`src/rtl/assert_macros.svh`:
```
// assertion macros used by the top level rtl file
`ifndef ASSERT_MACROS_SVH
`define ASSERT_MACROS_SVH
`ifndef ASSERT_OFF
`define ASSERT_IMPLIES(label, clk, rst, ante, cons) \
  label: assert property (@(posedge clk) disable iff (rst) (ante) |-> (cons)) \
    else $error("assertion failed");
`define ASSERT_NEXT(label, clk, rst, ante, cons) \
  label: assert property (@(posedge clk) disable iff (rst) (ante) |=> (cons)) \
    else $error("assertion failed");
`else
`define ASSERT_IMPLIES(label, clk, rst, ante, cons)
`define ASSERT_NEXT(label, clk, rst, ante, cons)
`endif
`endif

```
`src/rtl/mfbp_pkg.sv`:
```
// shared types and constants of the msb first bit field packer
package mfbp_pkg;

  localparam int WORD_BITS_DEF = 32;
  localparam int VALUE_BITS    = 32;
  localparam int COUNT_BITS    = 6;
  localparam int OUT_BITS      = 32;
  localparam int FIFO_DEPTH    = 2;

  typedef enum logic {
    CMD_APPEND = 1'b0,
    CMD_PAD    = 1'b1
  } cmd_t;

endpackage

```
`src/rtl/msb_first_bit_field_packer.sv`:
```
// top level of the msb first bit field packer
// a request that completes a word passes the queue and then the output register before it shows on m_axis
// throughput: one request per cycle while m_axis takes each word, set by the pack step of the back end
// a 2-entry queue separates front and back; the output register holds one word
// rst (synchronous) empties the queue, clears the partial word and the output valid
`include "assert_macros.svh"
module msb_first_bit_field_packer import mfbp_pkg::*; #(
  parameter int WORD_BITS = WORD_BITS_DEF
) (
  input  logic        clk,
  input  logic        rst,
  input  logic        s_axis_tvalid,
  output logic        s_axis_tready,
  input  logic [39:0] s_axis_tdata,   // field_value[31:0], bit_count[37:32], zero fill
  input  logic [0:0]  s_axis_tuser,   // cmd
  output logic        m_axis_tvalid,
  input  logic        m_axis_tready,
  output logic [31:0] m_axis_tdata    // word_out
);

  localparam int CNT_W  = $clog2(WORD_BITS + 1);
  localparam int DATA_W = 1 + CNT_W + VALUE_BITS;
  localparam int QCNT_W = $clog2(FIFO_DEPTH + 1);

  cmd_t              in_cmd;
  logic              q_push;
  logic              q_push_ready;
  logic [DATA_W-1:0] q_push_data;
  logic              q_valid;
  logic              q_pop;
  logic [DATA_W-1:0] q_data;
  logic [QCNT_W-1:0] q_count;

  assign in_cmd = cmd_t'(s_axis_tuser[0]);

  mfbp_front #(
    .WORD_BITS (WORD_BITS),
    .CNT_W     (CNT_W)
  ) u_front (
    .in_valid   (s_axis_tvalid),
    .in_ready   (s_axis_tready),
    .in_cmd     (in_cmd),
    .in_value   (s_axis_tdata[VALUE_BITS-1:0]),
    .in_count   (s_axis_tdata[VALUE_BITS+COUNT_BITS-1:VALUE_BITS]),
    .push       (q_push),
    .push_ready (q_push_ready),
    .push_data  (q_push_data)
  );

  mfbp_fifo #(
    .DATA_W (DATA_W),
    .DEPTH  (FIFO_DEPTH)
  ) u_fifo (
    .clk        (clk),
    .rst        (rst),
    .push       (q_push),
    .push_ready (q_push_ready),
    .push_data  (q_push_data),
    .pop_valid  (q_valid),
    .pop        (q_pop),
    .pop_data   (q_data),
    .count      (q_count)
  );

  mfbp_back #(
    .WORD_BITS (WORD_BITS),
    .CNT_W     (CNT_W)
  ) u_back (
    .clk       (clk),
    .rst       (rst),
    .q_valid   (q_valid),
    .q_pop     (q_pop),
    .q_data    (q_data),
    .out_valid (m_axis_tvalid),
    .out_ready (m_axis_tready),
    .out_word  (m_axis_tdata)
  );

  // zero-length appends must be dropped before the queue
  `ASSERT_IMPLIES(a_zero_len_dropped, clk, rst, s_axis_tvalid && s_axis_tready && (in_cmd == CMD_APPEND) && (s_axis_tdata[VALUE_BITS+COUNT_BITS-1:VALUE_BITS] == '0), !q_push)
  // queue occupancy tracks a lone push
  `ASSERT_NEXT(a_queue_grows, clk, rst, q_push && !q_pop, q_count == $past(q_count) + 1'b1)
  // a new output word only ever follows a pop from the queue
  `ASSERT_IMPLIES(a_word_from_pop, clk, rst, $rose(m_axis_tvalid), $past(q_pop))

endmodule

```
`src/rtl/mfbp_front.sv`:
```
// front end: classifies requests, saturates the bit count, masks the field
module mfbp_front import mfbp_pkg::*; #(
  parameter int WORD_BITS = WORD_BITS_DEF,
  parameter int CNT_W     = $clog2(WORD_BITS + 1)
) (
  input  logic                  in_valid,
  output logic                  in_ready,
  input  cmd_t                  in_cmd,
  input  logic [VALUE_BITS-1:0] in_value,
  input  logic [COUNT_BITS-1:0] in_count,
  output logic                  push,
  input  logic                  push_ready,
  output logic [CNT_W+VALUE_BITS:0] push_data
);

  logic [CNT_W-1:0]      n_sat;
  logic [VALUE_BITS:0]   mask_wide;
  logic [VALUE_BITS-1:0] v_masked;
  logic                  drop;

  always_comb begin
    if (32'(in_count) > 32'(WORD_BITS)) begin
      n_sat = CNT_W'(WORD_BITS);
    end else begin
      n_sat = CNT_W'(in_count);
    end
    mask_wide = ~({(VALUE_BITS + 1){1'b1}} << n_sat);
    v_masked  = in_value & mask_wide[VALUE_BITS-1:0];
    // a zero-length append changes nothing, so it never enters the queue
    drop      = (in_cmd == CMD_APPEND) && (n_sat == '0);
  end

  assign in_ready  = push_ready;
  assign push      = in_valid && push_ready && !drop;
  assign push_data = {in_cmd == CMD_PAD, n_sat, v_masked};

endmodule

```
`src/rtl/mfbp_fifo.sv`:
```
// short request queue between front and back
module mfbp_fifo import mfbp_pkg::*; #(
  parameter int DATA_W = 40,
  parameter int DEPTH  = FIFO_DEPTH
) (
  input  logic              clk,
  input  logic              rst,
  input  logic              push,
  output logic              push_ready,
  input  logic [DATA_W-1:0] push_data,
  output logic              pop_valid,
  input  logic              pop,
  output logic [DATA_W-1:0] pop_data,
  output logic [$clog2(DEPTH+1)-1:0] count
);

  localparam int PTR_W = (DEPTH > 1) ? $clog2(DEPTH) : 1;

  logic [DATA_W-1:0] mem [DEPTH];
  logic [PTR_W-1:0]  wr_ptr;
  logic [PTR_W-1:0]  rd_ptr;

  assign push_ready = (32'(count) < 32'(DEPTH));
  assign pop_valid  = (count != '0);
  assign pop_data   = mem[rd_ptr];

  always_ff @(posedge clk) begin
    if (push && push_ready) begin
      mem[wr_ptr] <= push_data;
    end
  end

  always_ff @(posedge clk) begin
    if (rst) begin
      wr_ptr <= '0;
      rd_ptr <= '0;
      count  <= '0;
    end else begin
      if (push && push_ready) begin
        wr_ptr <= (32'(wr_ptr) == DEPTH - 1) ? '0 : wr_ptr + 1'b1;
      end
      if (pop && pop_valid) begin
        rd_ptr <= (32'(rd_ptr) == DEPTH - 1) ? '0 : rd_ptr + 1'b1;
      end
      case ({push && push_ready, pop && pop_valid})
        2'b10:   count <= count + 1'b1;
        2'b01:   count <= count - 1'b1;
        default: count <= count;
      endcase
    end
  end

endmodule

```
`src/rtl/mfbp_back.sv`:
```
// back end: packs fields into the partial word and holds the output register
module mfbp_back import mfbp_pkg::*; #(
  parameter int WORD_BITS = WORD_BITS_DEF,
  parameter int CNT_W     = $clog2(WORD_BITS + 1)
) (
  input  logic                      clk,
  input  logic                      rst,
  input  logic                      q_valid,
  output logic                      q_pop,
  input  logic [CNT_W+VALUE_BITS:0] q_data,
  output logic                      out_valid,
  input  logic                      out_ready,
  output logic [OUT_BITS-1:0]       out_word
);

  localparam int OFF_W = $clog2(WORD_BITS);
  localparam int SUM_W = CNT_W + 1;
  localparam int MAXW  = (WORD_BITS > VALUE_BITS) ? WORD_BITS : VALUE_BITS;

  logic [WORD_BITS-1:0]  partial;
  logic [WORD_BITS-1:0]  partial_next;
  logic [OFF_W-1:0]      fill;
  logic [OFF_W-1:0]      fill_next;

  logic                  e_pad;
  logic [CNT_W-1:0]      e_n;
  logic [VALUE_BITS-1:0] e_val;
  logic [MAXW-1:0]       v_wide;
  logic [WORD_BITS-1:0]  v_ext;
  logic [SUM_W-1:0]      sum;
  logic [SUM_W-1:0]      rem_wide;
  logic [OFF_W-1:0]      rem;
  logic                  below;
  logic                  emit;
  logic [WORD_BITS-1:0]  emit_word;
  logic [MAXW-1:0]       emit_wide;

  assign {e_pad, e_n, e_val} = q_data;
  assign q_pop = q_valid && (!out_valid || out_ready);

  always_comb begin
    v_wide       = MAXW'(e_val);
    v_ext        = v_wide[WORD_BITS-1:0];
    sum          = SUM_W'(fill) + SUM_W'(e_n);
    below        = sum < SUM_W'(WORD_BITS);
    rem_wide     = sum - SUM_W'(WORD_BITS);
    rem          = rem_wide[OFF_W-1:0];
    emit         = 1'b0;
    emit_word    = partial;
    partial_next = partial;
    fill_next    = fill;
    if (e_pad) begin
      if (fill != '0) begin
        emit         = 1'b1;
        partial_next = '0;
        fill_next    = '0;
      end
    end else if (below) begin
      partial_next = partial | (v_ext << (SUM_W'(WORD_BITS) - sum));
      fill_next    = sum[OFF_W-1:0];
    end else begin
      // field reaches the boundary: high part closes this word, low rem bits carry
      emit         = 1'b1;
      emit_word    = partial | (v_ext >> rem);
      partial_next = v_ext << (SUM_W'(WORD_BITS) - SUM_W'(rem));
      fill_next    = rem;
    end
    emit_wide = MAXW'(emit_word);
  end

  always_ff @(posedge clk) begin
    if (rst) begin
      partial   <= '0;
      fill      <= '0;
      out_valid <= 1'b0;
    end else begin
      if (q_pop) begin
        partial <= partial_next;
        fill    <= fill_next;
      end
      if (q_pop && emit) begin
        out_valid <= 1'b1;
      end else if (out_ready) begin
        out_valid <= 1'b0;
      end
    end
  end

  always_ff @(posedge clk) begin
    if (q_pop && emit) begin
      out_word <= emit_wide[OUT_BITS-1:0];
    end
  end

endmodule
```
`config.mk`:
```
export PLATFORM = sky130hd
export DESIGN_NAME = msb_first_bit_field_packer
export DESIGN_NICKNAME = d
export VERILOG_FILES = /design/src/rtl/mfbp_pkg.sv /design/src/rtl/msb_first_bit_field_packer.sv /design/src/rtl/mfbp_front.sv /design/src/rtl/mfbp_fifo.sv /design/src/rtl/mfbp_back.sv
export VERILOG_INCLUDE_DIRS = /design/src /design/src/rtl
export SDC_FILE = /design/constraint.sdc
export NUM_CORES = 1
export LEC_CHECK = 0
export BUFFER_PORTS_ARGS = -buffer_cell sky130_fd_sc_hd__buf_2
export CELL_PAD_IN_SITES_DETAIL_PLACEMENT = 1
export CELL_PAD_IN_SITES_GLOBAL_PLACEMENT = 1
export CORE_ASPECT_RATIO = 0.7
export CORE_MARGIN = 1
export CORE_UTILIZATION = 50
export CTS_CLUSTER_SIZE = 10
export DETAILED_ROUTE_END_ITERATION = 8
export GPL_TIMING_DRIVEN = 0
export MAX_ROUTING_LAYER = met4
export PLACE_DENSITY = 0.83
export SKIP_CTS_REPAIR_TIMING = 1
export SLEW_MARGIN = 30
export SYNTH_ARGS = -nofsm -noshare
export SYNTH_HDL_FRONTEND = slang
export SYNTH_SLANG_ARGS = --single-unit
export TNS_END_PERCENT = 20
```
`constraint.sdc`:
```
create_clock -name clk -period 6.8 [get_ports clk]
set_clock_uncertainty 0.2 [all_clocks]
set_input_delay 0.68 -clock clk [delete_from_list [all_inputs] [get_ports clk]]
set_output_delay 0.68 -clock clk [all_outputs]
set_load 0.01 [all_outputs]
```
# Yosys cells after proc, flatten, opt, wreduce, memory -nomap -nowiden
# Memories as Yosys holds them, arrays and structs flattened. A register that Yosys moved wholly into a read port is not among the register bits.
# Cells that the tools add are included.
# W data, S select, Z words.
dict set report word_totals {
  reg_bits 74
  ram_bits 78
  in_bits 45
  output_inout_bits 34
  elab_cells 68
  mem_count 1
}
dict set report classes {
  addsub 8
  n_lt_le_gt_ge 3
  n_eq_ne 3
  n_shift 4
  mux 21
  n_bitwise 5
  reduce_logical 16
}
# memory words word_bits rd rd_clocked_by_memory_dff wr line_no
set mem_list {}
lappend mem_list {u_fifo.mem 2 39 1 1 1 mfbp_fifo.sv:19} ;# logic [DATA_W-1:0] mem [DEPTH];
# operator count
set ops {}
lappend ops {{$mux W32} 5}
lappend ops {{$or A32 B32 Y32} 2}
lappend ops {{$shl A32 B7 Y32} 2}
lappend ops {{$shl A33 B6 Y32 const A} 1}
lappend ops {{$and A32 B32 Y32} 1}
lappend ops {{$not A32 Y32} 1}
lappend ops {{$shr A32 B5 Y32} 1}
lappend ops {{$mux W5} 3}
lappend ops {{$mux W1} 11}
lappend ops {{$add A5 B6 Y7} 1}
lappend ops {{$logic_and A1 B1 Y1} 7}
lappend ops {{$lt A7 B6 Y1 const B} 1}
lappend ops {{$sub A6 B5 Y7 const A} 1}
lappend ops {{$sub A6 B7 Y7 const A} 1}
lappend ops {{$gt A6 B6 Y1 const B} 1}
lappend ops {{$logic_not A6 Y1} 1}
lappend ops {{$mux W6} 1}
lappend ops {{$reduce_bool A2 Y1} 3}
lappend ops {{$reduce_bool A5 Y1} 1}
lappend ops {{$sub A5 B1 Y5 const B} 1}
lappend ops {{$pmux W2 S2} 1}
lappend ops {{$add A1 B1 Y1 const B} 2}
lappend ops {{$add A2 B1 Y2 const B} 1}
lappend ops {{$eq A2 B1 Y1 const B} 1}
lappend ops {{other kinds (8)} 9}

# Logic depth before layout (Yosys ltp)
dict set report logic_depth {
  word_depth 9
  depth_mapped 21
  depth_no_buf 11
}

# Cells and area by module
# From an unflattened synthesis, not the netlist that was laid out.
dict set report hier_totals {
  cells_unflattened 886
  area_unflattened_um2 9585.4
}
# module instances cells_per_inst area_per_inst_um2 seq_area_each_um2
set modules_own_cells {}
lappend modules_own_cells {mfbp_back 1 646 5987.0 1721.7}
lappend modules_own_cells {mfbp_fifo 1 144 3016.6 2442.3}
lappend modules_own_cells {mfbp_front 1 96 581.8 0.0}

# Worst setup path before layout
# Ideal clock, no wire load.
dict set report synth_timing {
  path_type {register to register}
  from {reg (tool-made name)}
  to {reg u_back.partial[31]}
  setup_ps 117
  t_arrival_ps 5707
  required_ps 6483
  path_slack_ps 776
  path_stages_with_launch 19
  path_buffers 9
  period_less_slack_ps 6024
  cell_sequence {dfxtp_1 > buf_4 > buf_2 > buf_1 > buf_2 > mux2_2 > ha_1 > fa_1 > clkbuf_1 > inv_2 > clkbuf_1 > clkbuf_1 > ha_1 > buf_2 > clkbuf_1 > mux4_2 > mux4_2 > mux4_2 > a32o_1}
}
# item line_no
set synth_rtl {}
lappend synth_rtl {{to (signal assigned)} mfbp_back.sv:78} ;# partial <= partial_next;
lappend synth_rtl {{to (decl)} mfbp_back.sv:20} ;# logic [WORD_BITS-1:0] partial;

==> impl_results.md <==
* Status: completed
* Filler Cell Count at roughly 2200
* Gr usage total at 0.402
* Crit path kind: reg -> reg
* Relative slew slack at 0.386
* Share of synthesized registers carrying an async set or reset at 0
* Longest Clk Path Bufs at 2
* Vias in the first global route at 9126
* Initial DRC Count at around 1200
* Slowest CP cell: fa_2
* Crit path max-delay family: buffers and inverters
* IO Port Bufs at 73
* Vias per cell at a little over 7
* Least-Margin Pin Slew at just over 0.9 ns
* I/O Pins at 79
* Wirelength per Cell at roughly 32 um
* Worst hold path type: in -> reg
* Post-synthesis sequential area ratio at 0.384
* Core Region at between 0.02 and 0.025 mm2
* CP Cell Sequence: buf_6 > buf_2 > clkbuf_4 > mux2_2 > ha_1 > fa_2 > inv_2 > clkbuf_2 > ha_1 > buf_2 > buf_2 > buf_2 > buf_2 > nor2_1 > a222oi_1 > o21ai_1 > mux2i_1 > o221ai_1
* Flops & latches, synth at 153
* Post-route ant nets at 0
* Vias at roughly 9400
* Synth Cell Area at around 0.011 mm2
* Area grow syn2layout at 12.9%
* Worst setup EP type: flip-flop
* Final Instance Count excl. Fillers at roughly 1300
* Inserted Clock Buffers at 17
* Skew-Pair Late Insertion Delay at between 0.4 and 0.5 ns
* CTS root buffer: clkbuf_16
* Routability cong. at between 1 and 1.5
* Die ar. at around 0.022 mm2
* Hpwl dp at around 33000 um
* Cells after Synth at roughly 950
* Cell total after placement at between 1000 and 1500
* Reg clk slew, reported paths at 0.07 ns
* Max Fanout on Critical Path at 19
* Initial core utilization at 0.517
* DRT Pass-1 Iters at 7
* WP data required at approximately 7 ns
* Die width at around 180 um
* Total congestion overflow at 0
* Post-synth EDFFs at 110
* Nets@finish at ~1100
* Reg2reg path depth at 18
* Max_cap viols at 0
* DRT Wirelength at between 40000 and 50000 um
* CP Launch Type: flip-flop
* Final Hold Fails at 0
* Critical path depth at 18
* First-pass GRT wire length at 62000 um
* Final instance area at ~0.012 mm2
* Syn_nets at about 1000
* TritonCTS clock tree: done
* CP Buf/Inv Count at 9
* Multi-input gate area at about 0.0063 mm2
* Netlist cell types at 70
* CTS H-tree depth at 4
* Maximum number of pins on one net before global-route repair at 33
* Placed Instance Area at between 0.01 and 0.015 mm2
* Crit-path max cell delay at just over 0.7 ns
* Final slew viol count at 0
* Antenna violations before repair at 1
* Post-layout min period at ~6.5 ns
* Fraction of layout cells with a size suffix above 1 at 0.285
* Syn avg cell area at ~11 um2
* YS warnings at 0
* DP Worst Slack at -0.974 ns
* Post-route clock period utilization at 0.955
* Reg area at 0.00416 mm2
* Post-route worst setup slack at approximately 0.31 ns
* Primary FF master, synth: edfxtp_1
* Hold path cells at 1
* WP data arrival at 6.59 ns
* Fmax at approximately 0.15 GHz
* Setup Viol. Count Final at 0
* DRC viols at 0
* # rows at 44
* Worst path most repeated cell: buf_2
* Die Ht at approximately 130 um
* Clk sink count at about 150
* RSZ-0062 raised after global routing: no
-- worst reg2reg max path: stages, from the launching register on --
cell      delay [ns]
dfxtp_1         0.40
buf_6           0.29
buf_2           0.37
clkbuf_4        0.35
mux2_2          0.39
ha_1            0.24
fa_2            0.72
inv_2           0.27
clkbuf_2        0.33
ha_1            0.34
buf_2           0.25
buf_2           0.35
buf_2           0.35
buf_2           0.36
nor2_1          0.08
a222oi_1        0.35
o21ai_1         0.26
mux2i_1         0.26
o221ai_1        0.18
-- per-layer routing --
metal	GRT usage	share of wire	vias to the layer above	wire length, um
li1	-	-	3931	-
met2	0.532	0.41	600	17200
met1	0.584	0.44	4818	18600
met4	0.0870	0.017	0	707
met5	-	0	-	0
met3	0.144	0.13	53	5400
-- worst paths after layout --
kind,start,to,slack (ns)
setup / recovery,flip-flop,u_back.partial[20]$_SDFFE_PP0P_,0.31
hold reg to reg,u_back.partial[12]$_SDFFE_PP0P_,u_back.partial[12]$_SDFFE_PP0P_,0.28
setup reg to reg,flip-flop,u_back.partial[20]$_SDFFE_PP0P_,0.31
hold / removal,s_axis_tuser,u_fifo.mem[0][38]$_DFFE_PP_,0.23
-- sequential cells by signal, indices dropped and copies added, names as in the netlist, named ones only --
register          flops
u_fifo.mem           78
u_back.out_word      32
u_back.partial       32
u_back.fill           5
u_fifo.count          2
u_back.out_valid      1
u_fifo.rd_ptr         1
u_fifo.wr_ptr         1
-- placed cells by master (no fill, tap or decap), types with 4 or more instances in the layout --
master,netlist,final
buf_2,33,105
o21ai_1,3,4
o31ai_1,17,17
mux4_2,77,77
mux2i_1,84,84
nand3_1,10,10
dfxtp_1,43,43
o21ai_0,35,34
nor2_1,91,89
a211o_1,7,7
o221ai_1,8,8
nand4_1,14,14
nand2_1,34,34
mux2_1,16,16
inv_6,0,6
edfxtp_1,110,110
ha_1,7,7
buf_1,5,4
and2_1,7,7
and3_1,6,6
o2111ai_1,13,12
a221o_1,9,9
a21o_1,13,13
a21oi_1,40,40
inv_1,31,30
buf_4,5,4
o211ai_1,15,15
clkbuf_16,0,17
clkbuf_1,29,25
o21bai_1,5,5
a22oi_1,5,5
mux2_2,58,58
nor2b_1,20,20
nor3_1,10,10
or3_1,7,7
xnor2_1,6,6
a21boi_0,13,13
-- cell usage after synthesis (13+ instances only) --
cell | count | share of area
edfxtp_1 | 110 | 0.30
nor2_1 | 91 | 0.032
mux2i_1 | 84 | 0.078
mux4_2 | 77 | 0.16
mux2_2 | 58 | 0.060
dfxtp_1 | 43 | 0.079
a21oi_1 | 40 | 0.018
o21ai_0 | 35 | 0.016
nand2_1 | 34 | 0.012
buf_2 | 33 | 0.015
inv_1 | 31 | 0.011
clkbuf_1 | 29 | 0.010
nor2b_1 | 20 | 0.012
o31ai_1 | 17 | 0.012
mux2_1 | 16 | 0.017
o211ai_1 | 15 | 0.010
nand4_1 | 14 | 0.0081
a21boi_0 | 13 | 0.0090
a21o_1 | 13 | 0.0090
o2111ai_1 | 13 | 0.011
-- area by class of cell --
class	instances	area share
well taps	276	0.0282
plain buffers	69	0.0268
diodes	1	0.000204
clock buffers	17	0.0348
multi-input cells	688	0.511
inverters	33	0.0101
repair buffers	75	0.0344
clock inverters	15	0.0144
flip-flops and latches	153	0.340
-- stage by stage --
| stage | hold slack, ns | setup TNS (ns) | utilization |
|---|---|---|---|
| floorplan | 0.234 | 0 | - |
| global placement | 0.253 | -41.64 | 0.551 |
| detailed placement | 0.263 | -43.53 | 0.554 |
| CTS | 0.225 | -49.69 | 0.583 |
| global route | 0.238 | 0 | 0.583 |
| finish | 0.230 | 0 | 0.583 |
-- cells by family after synthesis --
kind of cell / count (synthesis) / synth area share
flops: 153 / 0.384
buf+inv: 105 / 0.0419
xor+xnor: 10 / 0.0105
compound gates: 216 / 0.141
mux: 235 / 0.314
simple gates: 219 / 0.0979
fa+ha+maj: 8 / 0.00993
Power is not shown: default switching activity piles up to over one toggle a cycle in this logic, so the estimate is an artifact.
